`src/rtl/srt_sched_pkg.sv`:
```
`timescale 1ns / 1ps

package srt_sched_pkg;

  localparam int OP_W        = 2;
  localparam int ID_W        = 8;
  localparam int EST_W       = 32;
  localparam int STATUS_W    = 2;
  localparam int COUNT_W     = 5;
  localparam int ALPHA_W     = 9;
  localparam int FRAC_W      = 8;
  localparam int PROD_W      = ALPHA_W + EST_W;
  localparam int CFG_INDEX_W = 4;
  localparam int CFG_DATA_W  = 32;
  localparam int QUEUE_DEPTH = 2;

  localparam logic [OP_W-1:0] OP_ADMIT    = 2'd0;
  localparam logic [OP_W-1:0] OP_DISPATCH = 2'd1;
  localparam logic [OP_W-1:0] OP_PREEMPT  = 2'd2;
  localparam logic [OP_W-1:0] OP_IO       = 2'd3;

  localparam logic [STATUS_W-1:0] ST_OK    = 2'd0;
  localparam logic [STATUS_W-1:0] ST_EMPTY = 2'd1;
  localparam logic [STATUS_W-1:0] ST_FULL  = 2'd2;

  localparam logic FIFO = 1'b0;
  localparam logic SRT  = 1'b1;

  localparam logic [CFG_INDEX_W-1:0] REG_POLICY_MODE = 4'd0;
  localparam logic [CFG_INDEX_W-1:0] REG_ALPHA_Q8    = 4'd1;

  localparam logic [ALPHA_W-1:0] ALPHA_ONE   = 9'd256;
  localparam logic [ALPHA_W-1:0] ALPHA_RESET = 9'd128;

  typedef struct packed {
    logic [OP_W-1:0]  op;
    logic [ID_W-1:0]  proc_id;
    logic [EST_W-1:0] estimate_in;
    logic [EST_W-1:0] burst_ms;
  } cmd_t;

  typedef struct packed {
    logic [STATUS_W-1:0] status;
    logic [ID_W-1:0]     chosen_id;
    logic [EST_W-1:0]    estimate_out;
    logic [COUNT_W-1:0]  ready_count;
  } result_t;

  typedef struct packed {
    logic [OP_W-1:0]  op;
    logic [ID_W-1:0]  proc_id;
    logic [EST_W-1:0] estimate;
    logic [EST_W-1:0] burst;
  } entry_t;

endpackage

```
`src/rtl/srt_fifo_ready_scheduler.sv`:
```
`timescale 1ns / 1ps

// Ready-table scheduler with FIFO or shortest-remaining-time dispatch. A command is taken
// when start is high and busy is low; it enters a two-entry command queue, so busy rises
// only when both entries wait. Each command yields one result, shown for exactly one cycle
// with done high; the receiver cannot stall it and must take it in that cycle. Admit,
// preempted return and FIFO IO return are answered from idle; a FIFO dispatch passes
// through a remove state. An SRT IO return first registers the multiply of the estimate
// blend. An SRT dispatch scans the table one entry per cycle for the smallest estimate,
// then removes it. Commands queued behind a long dispatch wait.

module srt_fifo_ready_scheduler #(
  parameter int READY_SLOTS = 16
) (
  input  logic                                    clk,
  input  logic                                    rst,
  input  logic                                    start,
  input  srt_sched_pkg::cmd_t                     cmd,
  output logic                                    busy,
  output logic                                    done,
  output srt_sched_pkg::result_t                  result,
  input  logic                                    cfg_valid,
  output logic                                    cfg_ready,
  input  logic [srt_sched_pkg::CFG_INDEX_W-1:0]   cfg_index,
  input  logic [srt_sched_pkg::CFG_DATA_W-1:0]    cfg_data
);

  logic                               policy_mode;
  logic [srt_sched_pkg::ALPHA_W-1:0]  alpha_q8;
  logic                               push;
  logic                               pop;
  logic                               queue_full;
  logic                               queue_empty;
  srt_sched_pkg::entry_t              push_entry;
  srt_sched_pkg::entry_t              pop_entry;

  assign cfg_ready = 1'b1;

  always_ff @(posedge clk) begin
    if (rst) begin
      policy_mode <= srt_sched_pkg::FIFO;
      alpha_q8    <= srt_sched_pkg::ALPHA_RESET;
    end else if (cfg_valid && cfg_ready) begin
      if (cfg_index == srt_sched_pkg::REG_POLICY_MODE) begin
        policy_mode <= cfg_data[0];
      end else if (cfg_index == srt_sched_pkg::REG_ALPHA_Q8) begin
        alpha_q8 <= cfg_data[srt_sched_pkg::ALPHA_W-1:0];
      end
    end
  end

  srt_sched_front u_front (
    .start       (start),
    .cmd         (cmd),
    .policy_mode (policy_mode),
    .queue_full  (queue_full),
    .busy        (busy),
    .push        (push),
    .entry       (push_entry)
  );

  srt_sched_queue u_queue (
    .clk        (clk),
    .rst        (rst),
    .push       (push),
    .push_entry (push_entry),
    .pop        (pop),
    .pop_entry  (pop_entry),
    .full       (queue_full),
    .empty      (queue_empty)
  );

  srt_sched_back #(
    .READY_SLOTS (READY_SLOTS)
  ) u_back (
    .clk         (clk),
    .rst         (rst),
    .entry       (pop_entry),
    .empty       (queue_empty),
    .pop         (pop),
    .policy_mode (policy_mode),
    .alpha_q8    (alpha_q8),
    .done        (done),
    .result      (result)
  );

endmodule

```
`src/rtl/srt_sched_front.sv`:
```
`timescale 1ns / 1ps

module srt_sched_front (
  input  logic                  start,
  input  srt_sched_pkg::cmd_t   cmd,
  input  logic                  policy_mode,
  input  logic                  queue_full,
  output logic                  busy,
  output logic                  push,
  output srt_sched_pkg::entry_t entry
);

  assign busy = queue_full;
  assign push = start && !queue_full;

  // A preempted process in SRT mode comes back with its burst already spent.
  always_comb begin
    entry.op       = cmd.op;
    entry.proc_id  = cmd.proc_id;
    entry.burst    = cmd.burst_ms;
    entry.estimate = cmd.estimate_in;
    if (cmd.op == srt_sched_pkg::OP_PREEMPT && policy_mode == srt_sched_pkg::SRT) begin
      if (cmd.estimate_in > cmd.burst_ms) begin
        entry.estimate = cmd.estimate_in - cmd.burst_ms;
      end else begin
        entry.estimate = '0;
      end
    end
  end

endmodule

```
`src/rtl/srt_sched_queue.sv`:
```
`timescale 1ns / 1ps

module srt_sched_queue (
  input  logic                  clk,
  input  logic                  rst,
  input  logic                  push,
  input  srt_sched_pkg::entry_t push_entry,
  input  logic                  pop,
  output srt_sched_pkg::entry_t pop_entry,
  output logic                  full,
  output logic                  empty
);

  localparam int PTR_W = (srt_sched_pkg::QUEUE_DEPTH > 1) ?
                         $clog2(srt_sched_pkg::QUEUE_DEPTH) : 1;
  localparam int CNT_W = $clog2(srt_sched_pkg::QUEUE_DEPTH + 1);
  localparam logic [PTR_W-1:0] LAST  = PTR_W'(srt_sched_pkg::QUEUE_DEPTH - 1);
  localparam logic [CNT_W-1:0] DEPTH = CNT_W'(srt_sched_pkg::QUEUE_DEPTH);

  srt_sched_pkg::entry_t slots [srt_sched_pkg::QUEUE_DEPTH];
  logic [PTR_W-1:0] wr_ptr;
  logic [PTR_W-1:0] rd_ptr;
  logic [CNT_W-1:0] count;

  assign full      = (count == DEPTH);
  assign empty     = (count == '0);
  assign pop_entry = slots[rd_ptr];

  always_ff @(posedge clk) begin
    if (rst) begin
      wr_ptr <= '0;
      rd_ptr <= '0;
      count  <= '0;
    end else begin
      if (push) begin
        wr_ptr <= (wr_ptr == LAST) ? '0 : wr_ptr + 1'b1;
      end
      if (pop) begin
        rd_ptr <= (rd_ptr == LAST) ? '0 : rd_ptr + 1'b1;
      end
      if (push && !pop) begin
        count <= count + 1'b1;
      end else if (pop && !push) begin
        count <= count - 1'b1;
      end
    end
  end

  always_ff @(posedge clk) begin
    if (push) begin
      slots[wr_ptr] <= push_entry;
    end
  end

endmodule

```
`src/rtl/srt_sched_back.sv`:
```
`timescale 1ns / 1ps

module srt_sched_back #(
  parameter int READY_SLOTS = 16
) (
  input  logic                                 clk,
  input  logic                                 rst,
  input  srt_sched_pkg::entry_t                entry,
  input  logic                                 empty,
  output logic                                 pop,
  input  logic                                 policy_mode,
  input  logic [srt_sched_pkg::ALPHA_W-1:0]    alpha_q8,
  output logic                                 done,
  output srt_sched_pkg::result_t               result
);

  localparam int IDX_W = $clog2(READY_SLOTS);
  localparam int OCC_W = $clog2(READY_SLOTS + 1);
  localparam logic [OCC_W-1:0] SLOTS = OCC_W'(READY_SLOTS);

  typedef enum logic [1:0] {S_IDLE, S_SCAN, S_REMOVE, S_BLEND} state_t;

  state_t state;

  logic [srt_sched_pkg::ID_W-1:0]    ids  [READY_SLOTS];
  logic [srt_sched_pkg::EST_W-1:0]   ests [READY_SLOTS];
  logic [OCC_W-1:0]                  occ;
  logic [IDX_W-1:0]                  idx;
  logic [IDX_W-1:0]                  best_pos;
  logic [srt_sched_pkg::ID_W-1:0]    best_id;
  logic [srt_sched_pkg::EST_W-1:0]   best_est;
  logic [srt_sched_pkg::PROD_W-1:0]  prod_burst;
  logic [srt_sched_pkg::PROD_W-1:0]  prod_est;

  logic [srt_sched_pkg::ALPHA_W-1:0] alpha_sat;
  logic [srt_sched_pkg::ALPHA_W-1:0] weight_est;
  logic [srt_sched_pkg::PROD_W:0]    blend_sum;
  logic [srt_sched_pkg::EST_W-1:0]   blend_est;
  logic [OCC_W-1:0]                  occ_last;
  logic [OCC_W-1:0]                  occ_inc;
  logic [srt_sched_pkg::EST_W-1:0]   scan_est;

  assign pop        = (state == S_IDLE) && !empty;
  assign alpha_sat  = (alpha_q8 > srt_sched_pkg::ALPHA_ONE) ? srt_sched_pkg::ALPHA_ONE
                                                            : alpha_q8;
  assign weight_est = srt_sched_pkg::ALPHA_ONE - alpha_sat;
  assign blend_sum  = {1'b0, prod_burst} + {1'b0, prod_est};
  assign blend_est  = blend_sum[srt_sched_pkg::EST_W+srt_sched_pkg::FRAC_W-1:
                                srt_sched_pkg::FRAC_W];
  assign occ_last   = occ - 1'b1;
  assign occ_inc    = occ + 1'b1;
  assign scan_est   = ests[idx];

  always_ff @(posedge clk) begin
    if (rst) begin
      state <= S_IDLE;
      occ   <= '0;
      done  <= 1'b0;
    end else begin
      done <= 1'b0;
      case (state)
        S_IDLE: begin
          if (pop) begin
            case (entry.op)
              srt_sched_pkg::OP_ADMIT, srt_sched_pkg::OP_PREEMPT: begin
                done                <= 1'b1;
                result.chosen_id    <= entry.proc_id;
                result.estimate_out <= entry.estimate;
                if (occ == SLOTS) begin
                  result.status      <= srt_sched_pkg::ST_FULL;
                  result.ready_count <= srt_sched_pkg::COUNT_W'(occ);
                end else begin
                  ids[occ[IDX_W-1:0]]  <= entry.proc_id;
                  ests[occ[IDX_W-1:0]] <= entry.estimate;
                  occ                  <= occ_inc;
                  result.status        <= srt_sched_pkg::ST_OK;
                  result.ready_count   <= srt_sched_pkg::COUNT_W'(occ_inc);
                end
              end
              srt_sched_pkg::OP_DISPATCH: begin
                best_pos <= '0;
                best_id  <= ids[0];
                best_est <= ests[0];
                if (occ == '0) begin
                  done                <= 1'b1;
                  result.status       <= srt_sched_pkg::ST_EMPTY;
                  result.chosen_id    <= '0;
                  result.estimate_out <= '0;
                  result.ready_count  <= '0;
                end else if (policy_mode == srt_sched_pkg::SRT && occ != OCC_W'(1)) begin
                  idx   <= IDX_W'(1);
                  state <= S_SCAN;
                end else begin
                  state <= S_REMOVE;
                end
              end
              default: begin
                if (policy_mode == srt_sched_pkg::SRT) begin
                  prod_burst <= srt_sched_pkg::PROD_W'(alpha_sat) *
                                srt_sched_pkg::PROD_W'(entry.burst);
                  prod_est   <= srt_sched_pkg::PROD_W'(weight_est) *
                                srt_sched_pkg::PROD_W'(entry.estimate);
                  best_id    <= entry.proc_id;
                  state      <= S_BLEND;
                end else begin
                  done                <= 1'b1;
                  result.status       <= srt_sched_pkg::ST_OK;
                  result.chosen_id    <= entry.proc_id;
                  result.estimate_out <= entry.estimate;
                  result.ready_count  <= srt_sched_pkg::COUNT_W'(occ);
                end
              end
            endcase
          end
        end
        S_SCAN: begin
          // Strict compare keeps the earliest entry on a tie.
          if (scan_est < best_est) begin
            best_pos <= idx;
            best_id  <= ids[idx];
            best_est <= scan_est;
          end
          if (OCC_W'(idx) == occ_last) begin
            state <= S_REMOVE;
          end else begin
            idx <= idx + 1'b1;
          end
        end
        S_REMOVE: begin
          for (int i = 0; i < READY_SLOTS - 1; i++) begin
            if (IDX_W'(i) >= best_pos) begin
              ids[i]  <= ids[i+1];
              ests[i] <= ests[i+1];
            end
          end
          occ                 <= occ_last;
          done                <= 1'b1;
          result.status       <= srt_sched_pkg::ST_OK;
          result.chosen_id    <= best_id;
          result.estimate_out <= best_est;
          result.ready_count  <= srt_sched_pkg::COUNT_W'(occ_last);
          state               <= S_IDLE;
        end
        S_BLEND: begin
          done                <= 1'b1;
          result.status       <= srt_sched_pkg::ST_OK;
          result.chosen_id    <= best_id;
          result.estimate_out <= blend_est;
          result.ready_count  <= srt_sched_pkg::COUNT_W'(occ);
          state               <= S_IDLE;
        end
        default: begin
          state <= S_IDLE;
        end
      endcase
    end
  end

endmodule

```
`config.mk`:
```
export PLATFORM = sky130hd
export DESIGN_NAME = srt_fifo_ready_scheduler
export DESIGN_NICKNAME = d
export VERILOG_FILES = /design/src/rtl/srt_sched_pkg.sv /design/src/rtl/srt_fifo_ready_scheduler.sv /design/src/rtl/srt_sched_front.sv /design/src/rtl/srt_sched_queue.sv /design/src/rtl/srt_sched_back.sv
export SDC_FILE = /design/constraint.sdc
export NUM_CORES = 2
export LEC_CHECK = 0
export ABC_AREA = 1
export BUFFER_PORTS_ARGS = -buffer_cell sky130_fd_sc_hd__buf_2
export CAP_MARGIN = 0
export CORE_ASPECT_RATIO = 1.2
export CORE_MARGIN = 10
export CORE_UTILIZATION = 60
export DETAILED_ROUTE_END_ITERATION = 10
export PLACE_DENSITY = 0.77
export SKIP_LAST_GASP = 1
export SLEW_MARGIN = 20
export SYNTH_ARGS = -nofsm -noshare
export SYNTH_HDL_FRONTEND = slang
export SYNTH_HIERARCHICAL = 1
export SYNTH_SLANG_ARGS = --single-unit
```
`constraint.sdc`:
```
create_clock -name clk -period 8.8 [get_ports clk]
set_input_delay 1.76 -clock clk [delete_from_list [all_inputs] [get_ports clk]]
set_output_delay 1.76 -clock clk [all_outputs]
set_load 0.02 [all_outputs]
```
Word-level counts from Yosys, hierarchy flattened:

Memory sizes are Yosys's and may differ from the RTL's. A register that Yosys moved wholly into a read port is not among the register bits.
Index checks and enable logic that the tools add are counted.

* $mul: 2
* equality and inequality tests: 24
* add/sub/neg operators: 10
* $lt $le $gt $ge: 18
* mux-type cells: 126
* reductions and logical operators: 33
* bitwise operators: 3

Operators with widths (count)
* 2-to-1 mux 32 bit: 6
* 2-to-1 mux 47 bit: 3
* one-hot mux 47 bit (3 select lines): 1
* one-hot mux 47 bit (2 select lines): 1
* multiplier 9 x 32 -> 40 bit: 2
* 2-to-1 mux 1 bit: 77
* one-hot mux 32 bit (2 select lines): 1
* 2-to-1 mux 4 bit: 12
* adder 40 bit: 1
* > comparator 32 bit: 1
* less-than comparator 32 bit: 1
* 2-to-1 mux 8 bit: 4
* one-hot mux 8 bit (2 select lines): 2
* OR reduction 32 bit: 1
* subtractor 32 bit: 1
* >= comparator 4 bit (first input constant): 7
* AND reduction 5 bit: 4
* >= comparator 3 x 4 -> 1 bit (first input constant): 4
* 2-to-1 mux 2 bit: 8
* one-hot mux 4 bit (2 select lines): 2
* 2-to-1 mux 5 bit: 3
* != test 2 bit (second input constant): 7
* equality test 2 bit (second input constant): 5
* one-hot mux 5 bit (2 select lines): 1
* 37 further kinds: 61

* output and inout bits: 50
* memory bits (writable): 788
* register bits: 197
* memories: 3

Memories
* u_back.ests: depth 16, width 32, rd ports 17, clocked after memory_dff 1, write ports 15, RTL line srt_sched_back.sv:26 `logic [srt_sched_pkg::EST_W-1:0] ests [READY_SLOTS];`
* u_queue.slots: depth 2, width 74, rd ports 1, clocked after memory_dff 1, write ports 1, RTL line srt_sched_queue.sv:20 `srt_sched_pkg::entry_t slots [srt_sched_pkg::QUEUE_DEPTH];`
* u_back.ids: depth 16, width 8, rd ports 17, clocked after memory_dff 1, write ports 15, RTL line srt_sched_back.sv:25 `logic [srt_sched_pkg::ID_W-1:0] ids [READY_SLOTS];`

Longest topological paths before layout:

* word-level depth: 8
* depth in mapped cells: 34
* gate-level depth less buffers: 33

Hierarchy:

The synthesis kept the hierarchy.

By module, submodules not included
* srt_sched_back: sequential area each 24713.7 sq um, instances 1, cells an instance 6886, area each 59706.0 sq um
* srt_sched_queue: sequential area each 4544.4 sq um, instances 1, cells an instance 263, area each 5813.1 sq um
* srt_sched_front: sequential area each 0.0 sq um, instances 1, cells an instance 707, area each 3504.6 sq um
* srt_fifo_ready_scheduler: sequential area each 200.2 sq um, instances 1, cells an instance 73, area each 511.7 sq um

Least setup slack after synthesis:

No wires, ideal clock.

* path type: in2reg
* from: input rst
* to: register u_back/prod_burst[0] (netlist name), enable pin
* slack: 0.744 ns
* stages on the path: 2
* path buffers: 1
* setup time: 0.617 ns
* required time: 8.183 ns
* data arrival time: 7.439 ns
* path through: clkbuf_1 > nor3_1

* word-level cells in the longest chain between the ends: 2

RTL lines
* start: declaration: RTL line srt_fifo_ready_scheduler.sv:16 `input logic rst,`
* NOT 1 bit (no line)
* AND reduction 5 bit (no line)
* end signal: assignment: RTL line srt_sched_back.sv:99 `prod_burst <= srt_sched_pkg::PROD_W'(alpha_sat) *`
* end: declaration: RTL line srt_sched_back.sv:32 `logic [srt_sched_pkg::PROD_W-1:0] prod_burst;`

Every way passes these cells.
A chain may end at the register's enable or synchronous reset.

Worst setup path after layout:

* from: register alpha_q8[8] (netlist name)
* to: register u_back/prod_est[31] (netlist name) (data pin)

* word-level cells in the longest chain between the ends: 4

RTL lines
* start: declaration: RTL line srt_fifo_ready_scheduler.sv:29 `logic [srt_sched_pkg::ALPHA_W-1:0] alpha_q8;`
* start signal: assignment: RTL line srt_fifo_ready_scheduler.sv:42 `alpha_q8 <= srt_sched_pkg::ALPHA_RESET;`
* start signal: assignment: RTL line srt_fifo_ready_scheduler.sv:47 `alpha_q8 <= cfg_data[srt_sched_pkg::ALPHA_W-1:0];`
* > comparator 9 bit: RTL line srt_sched_back.sv:44 `assign alpha_sat = (alpha_q8 > srt_sched_pkg::ALPHA_ONE) ? srt_sched_pkg::ALPHA_ONE`
* 2-to-1 mux 9 bit (*): RTL line srt_sched_back.sv:44
* subtractor 9 bit (*): RTL line srt_sched_back.sv:46 `assign weight_est = srt_sched_pkg::ALPHA_ONE - alpha_sat;`
* multiplier 9 x 32 -> 40 bit (*): RTL line srt_sched_back.sv:101 `prod_est <= srt_sched_pkg::PROD_W'(weight_est) *`
* end signal: assignment: RTL line srt_sched_back.sv:101
* end: declaration: RTL line srt_sched_back.sv:33 `logic [srt_sched_pkg::PROD_W-1:0] prod_est;`

Every way passes the cells marked *; elsewhere a longest branch is shown, timed or not.

==> impl_results.md <==
- GRT Util Overall: 34.0%
- Overall power: 18.0 mW
- Routed WL per cell: 23.8 µm
- Area Growth Syn to Fin: 6.87%
- Post_cts resized: 0
- Post-Layout Cell Count: 9369
- Synth top area cells: edfxtp_1, fa_1, nand2_1
- DP Worst Slack: 1.36 ns
- Gpl congestion: 0.981
- Layout Nets: 8527
- Relative slew slack: 20.6%
- Critical path launch point type: flop
- Flops & latches, synth: 990
- Via count: 57100
- Pin count of the biggest net entering global routing: 172
- Final hold violation count: 0
- Worst skew pair latency: 0.75 ns
- Pleak: 32.6 nW
- RSZ-0062 raised after global routing: false
- First-pass GRT wire length: 334000 µm
- Status: finished, final reports clean
- Worst Clk Skew: 0.0480 ns
- Slew @ Worst Pin: 1.19 ns
- Sequential cell area fraction in the yosys report: 42.4%
- H-tree lvl count: 3
- Most frequent cells in the layout: nand2_1, inv_1, edfxtp_1
- Final setup viols: 0
- Worst vdd rail ir drop: 260 µV
- Initial drt markers: 7022
- Root Buffer Master: clkbuf_16
- Port Buffers: 139
- Clock transition at the registers of the reported paths: 0.07 ns
- Post-synth top area cell: edfxtp_1
- Post-Syn Area per Cell: 8.77 µm²
- Chip Width: 331 µm
- Async SR Flop Fraction: 0%
- Yosys warning count: 6
- Hold WC Path Type: flop to flop
- Post-route DRC: 0
- Fin crit share: 85.4%
- Grt ovf: 0
- Setup ws final: 1.28 ns
- Die area: 130000 µm²
- Commonest non-fill, non-tap cell in the layout: nand2_1
- Total clock sinks: 990
- Fmax: 133 MHz
- Post-CTS Setup Bufs: 0
- Synth top area share: 41.6%
- Vias in the first global route: 57000
- Layout cells sized above 1: 7.05%
- Yosys cell types: 62
- CTS buffer count: 99
- 1st-pass router iterations: 7
- Critical Path Fanout Max: 37
- Max-capacitance violation count: 0
- Min cycle time layout: 7.52 ns
- Antenna Nets Post-Route: 0
- Core box area: 115000 µm²
- WL final: 223000 µm
- Post-synth EDFFs: 963
- Placed Cells: 9182
- Number of vias per cell: 6.10
- WP data required: 9.29 ns
- Final slew viol count: 0
- Post-DP HPWL: 150000 µm
- Critical path type: flop to flop
- Post-Syn Instances: 7929
- Synth Cell Area: 69500 µm²
- CTS Hold Bufs: 0
- Initial antenna violation count: 6
- Crit. End Element: flop
- TNS Setup: 0 ns
- Clock Path Buffers: 3
- Final core occ: 64.7%
- FP Rows: 136
- Ys flop type: edfxtp_1
- Syn_nets: 8691
- CTS tree: yes
- Die Y: 393 µm
- PwrDens: 242 nW/µm²
- Num ports: 164
- Starting Density: 60.5%
- Worst endpoint data arrival time: 8.00 ns
critical path: stages (launching register included):
cell	delay (ns)
dfxtp_1	0.31
buf_4	0.39
inv_2	0.17
nand2_1	0.10
buf_4	0.21
inv_2	0.29
nor2_1	0.31
nand2_1	0.09
o21ai_0	0.18
nand2_1	0.51
inv_1	0.41
nand2_1	0.13
fa_1	0.54
fa_1	0.50
inv_1	0.04
fa_1	0.47
inv_1	0.05
fa_1	0.51
inv_1	0.05
ha_1	0.38
nand4_1	0.17
o21ai_1	0.24
a21oi_1	0.15
o31ai_1	0.48
a21oi_1	0.24
o21bai_1	0.20
xor2_1	0.10
cells in the mapped netlist (all sizes together), types with 11 or more instances:
| cell | instances |
|---|---|
| nand2 | 1528 |
| inv | 1244 |
| edfxtp | 963 |
| o21ai | 874 |
| nor2 | 725 |
| a21oi | 638 |
| fa | 421 |
| clkbuf | 317 |
| nand3 | 256 |
| ha | 227 |
| buf | 172 |
| mux2 | 74 |
| xor2 | 72 |
| a31oi | 65 |
| o211ai | 50 |
| nand4 | 39 |
| xnor2 | 33 |
| o221ai | 29 |
| dfxtp | 27 |
| nor3 | 27 |
| o21bai | 21 |
| a21o | 15 |
| and2 | 11 |
| o22ai | 11 |
registers in the layout, indices dropped and copies added, names as in the netlist, 2 cells and up, named ones only:
signal / count
u_back/ests: 512
u_queue/count: 2
u_queue/slots: 148
u_back/best_est: 32
alpha_q8: 9
u_back/prod_est: 40
u_back/result: 47
u_back/ids: 128
u_back/idx: 4
u_back/best_id: 8
u_back/prod_burst: 40
u_back/best_pos: 4
u_back/occ: 5
u_back/state: 2
metal layers:
layer / part of all wire (%) / vias to the layer above / global-route usage [%]
li1: - / 25600 / -
met1: 35 / 27200 / 39.6
met2: 48 / 3459 / 56.5
met3: 9.9 / 882 / 6.24
met4: 8.0 / 6 / 23.9
met5: 0.015 / - / 0
worst paths after layout:
kind	startpoint	to	slack (ns)	cells after the start
worst min-delay path	alpha_q8[6]$_SDFFE_PP0P_	alpha_q8[6]$_SDFFE_PP0P_	0.51	2
worst max register to register	alpha_q8[8]$_SDFFE_PP0P_	u_back/prod_est[31]$_DFFE_PP_	1.28	26
worst max-delay path	alpha_q8[8]$_SDFFE_PP0P_	u_back/prod_est[31]$_DFFE_PP_	1.28	26
worst min register to register	alpha_q8[6]$_SDFFE_PP0P_	alpha_q8[6]$_SDFFE_PP0P_	0.51	2
power breakdown:
part / leakage [nW] / switching, mW / internal, mW
Sequential: 8.97 / 0.199 / 6.11
Clock: 1.57 / 1.93 / 2.39
Combinational: 22.1 / 5.16 / 2.19
Total: 32.6 / 7.29 / 10.7
cells by family after synthesis:
family / after synthesis / synth area share (%)
buffers and inverters: 1743 / 9.85
and+or+nand+nor: 2612 / 15.2
other: 1 / 0.00539
DFF: 990 / 42.4
adders and majority gates: 648 / 16.2
xor gates and xnor gates: 105 / 1.32
muxes: 74 / 1.52
AOI/OAI and AO/OA: 1756 / 13.6
area by class of cell:
class	count	area, µm²
Timing Repair Buffer	224	1380
Clock inverter	61	632
Multi-Input combinational cell	5196	33600
Fill cell	9600	40500
Antenna cell	3	7.51
Sequential cell	990	29500
Tap cell	1518	1900
Inverter	1254	4720
Clock buffer	123	2610
through the flow:
| step | instance area (µm²) | hold WS, ns |
|---|---|---|
| floorplan | 69500 | 0.449 |
| global placement | 71100 | 0.490 |
| detailed placement | 71100 | 0.505 |
| CTS | 74300 | 0.514 |
| global route | 74300 | 0.547 |
| finish | 74300 | 0.513 |
(Power assumes the default switching activity.)
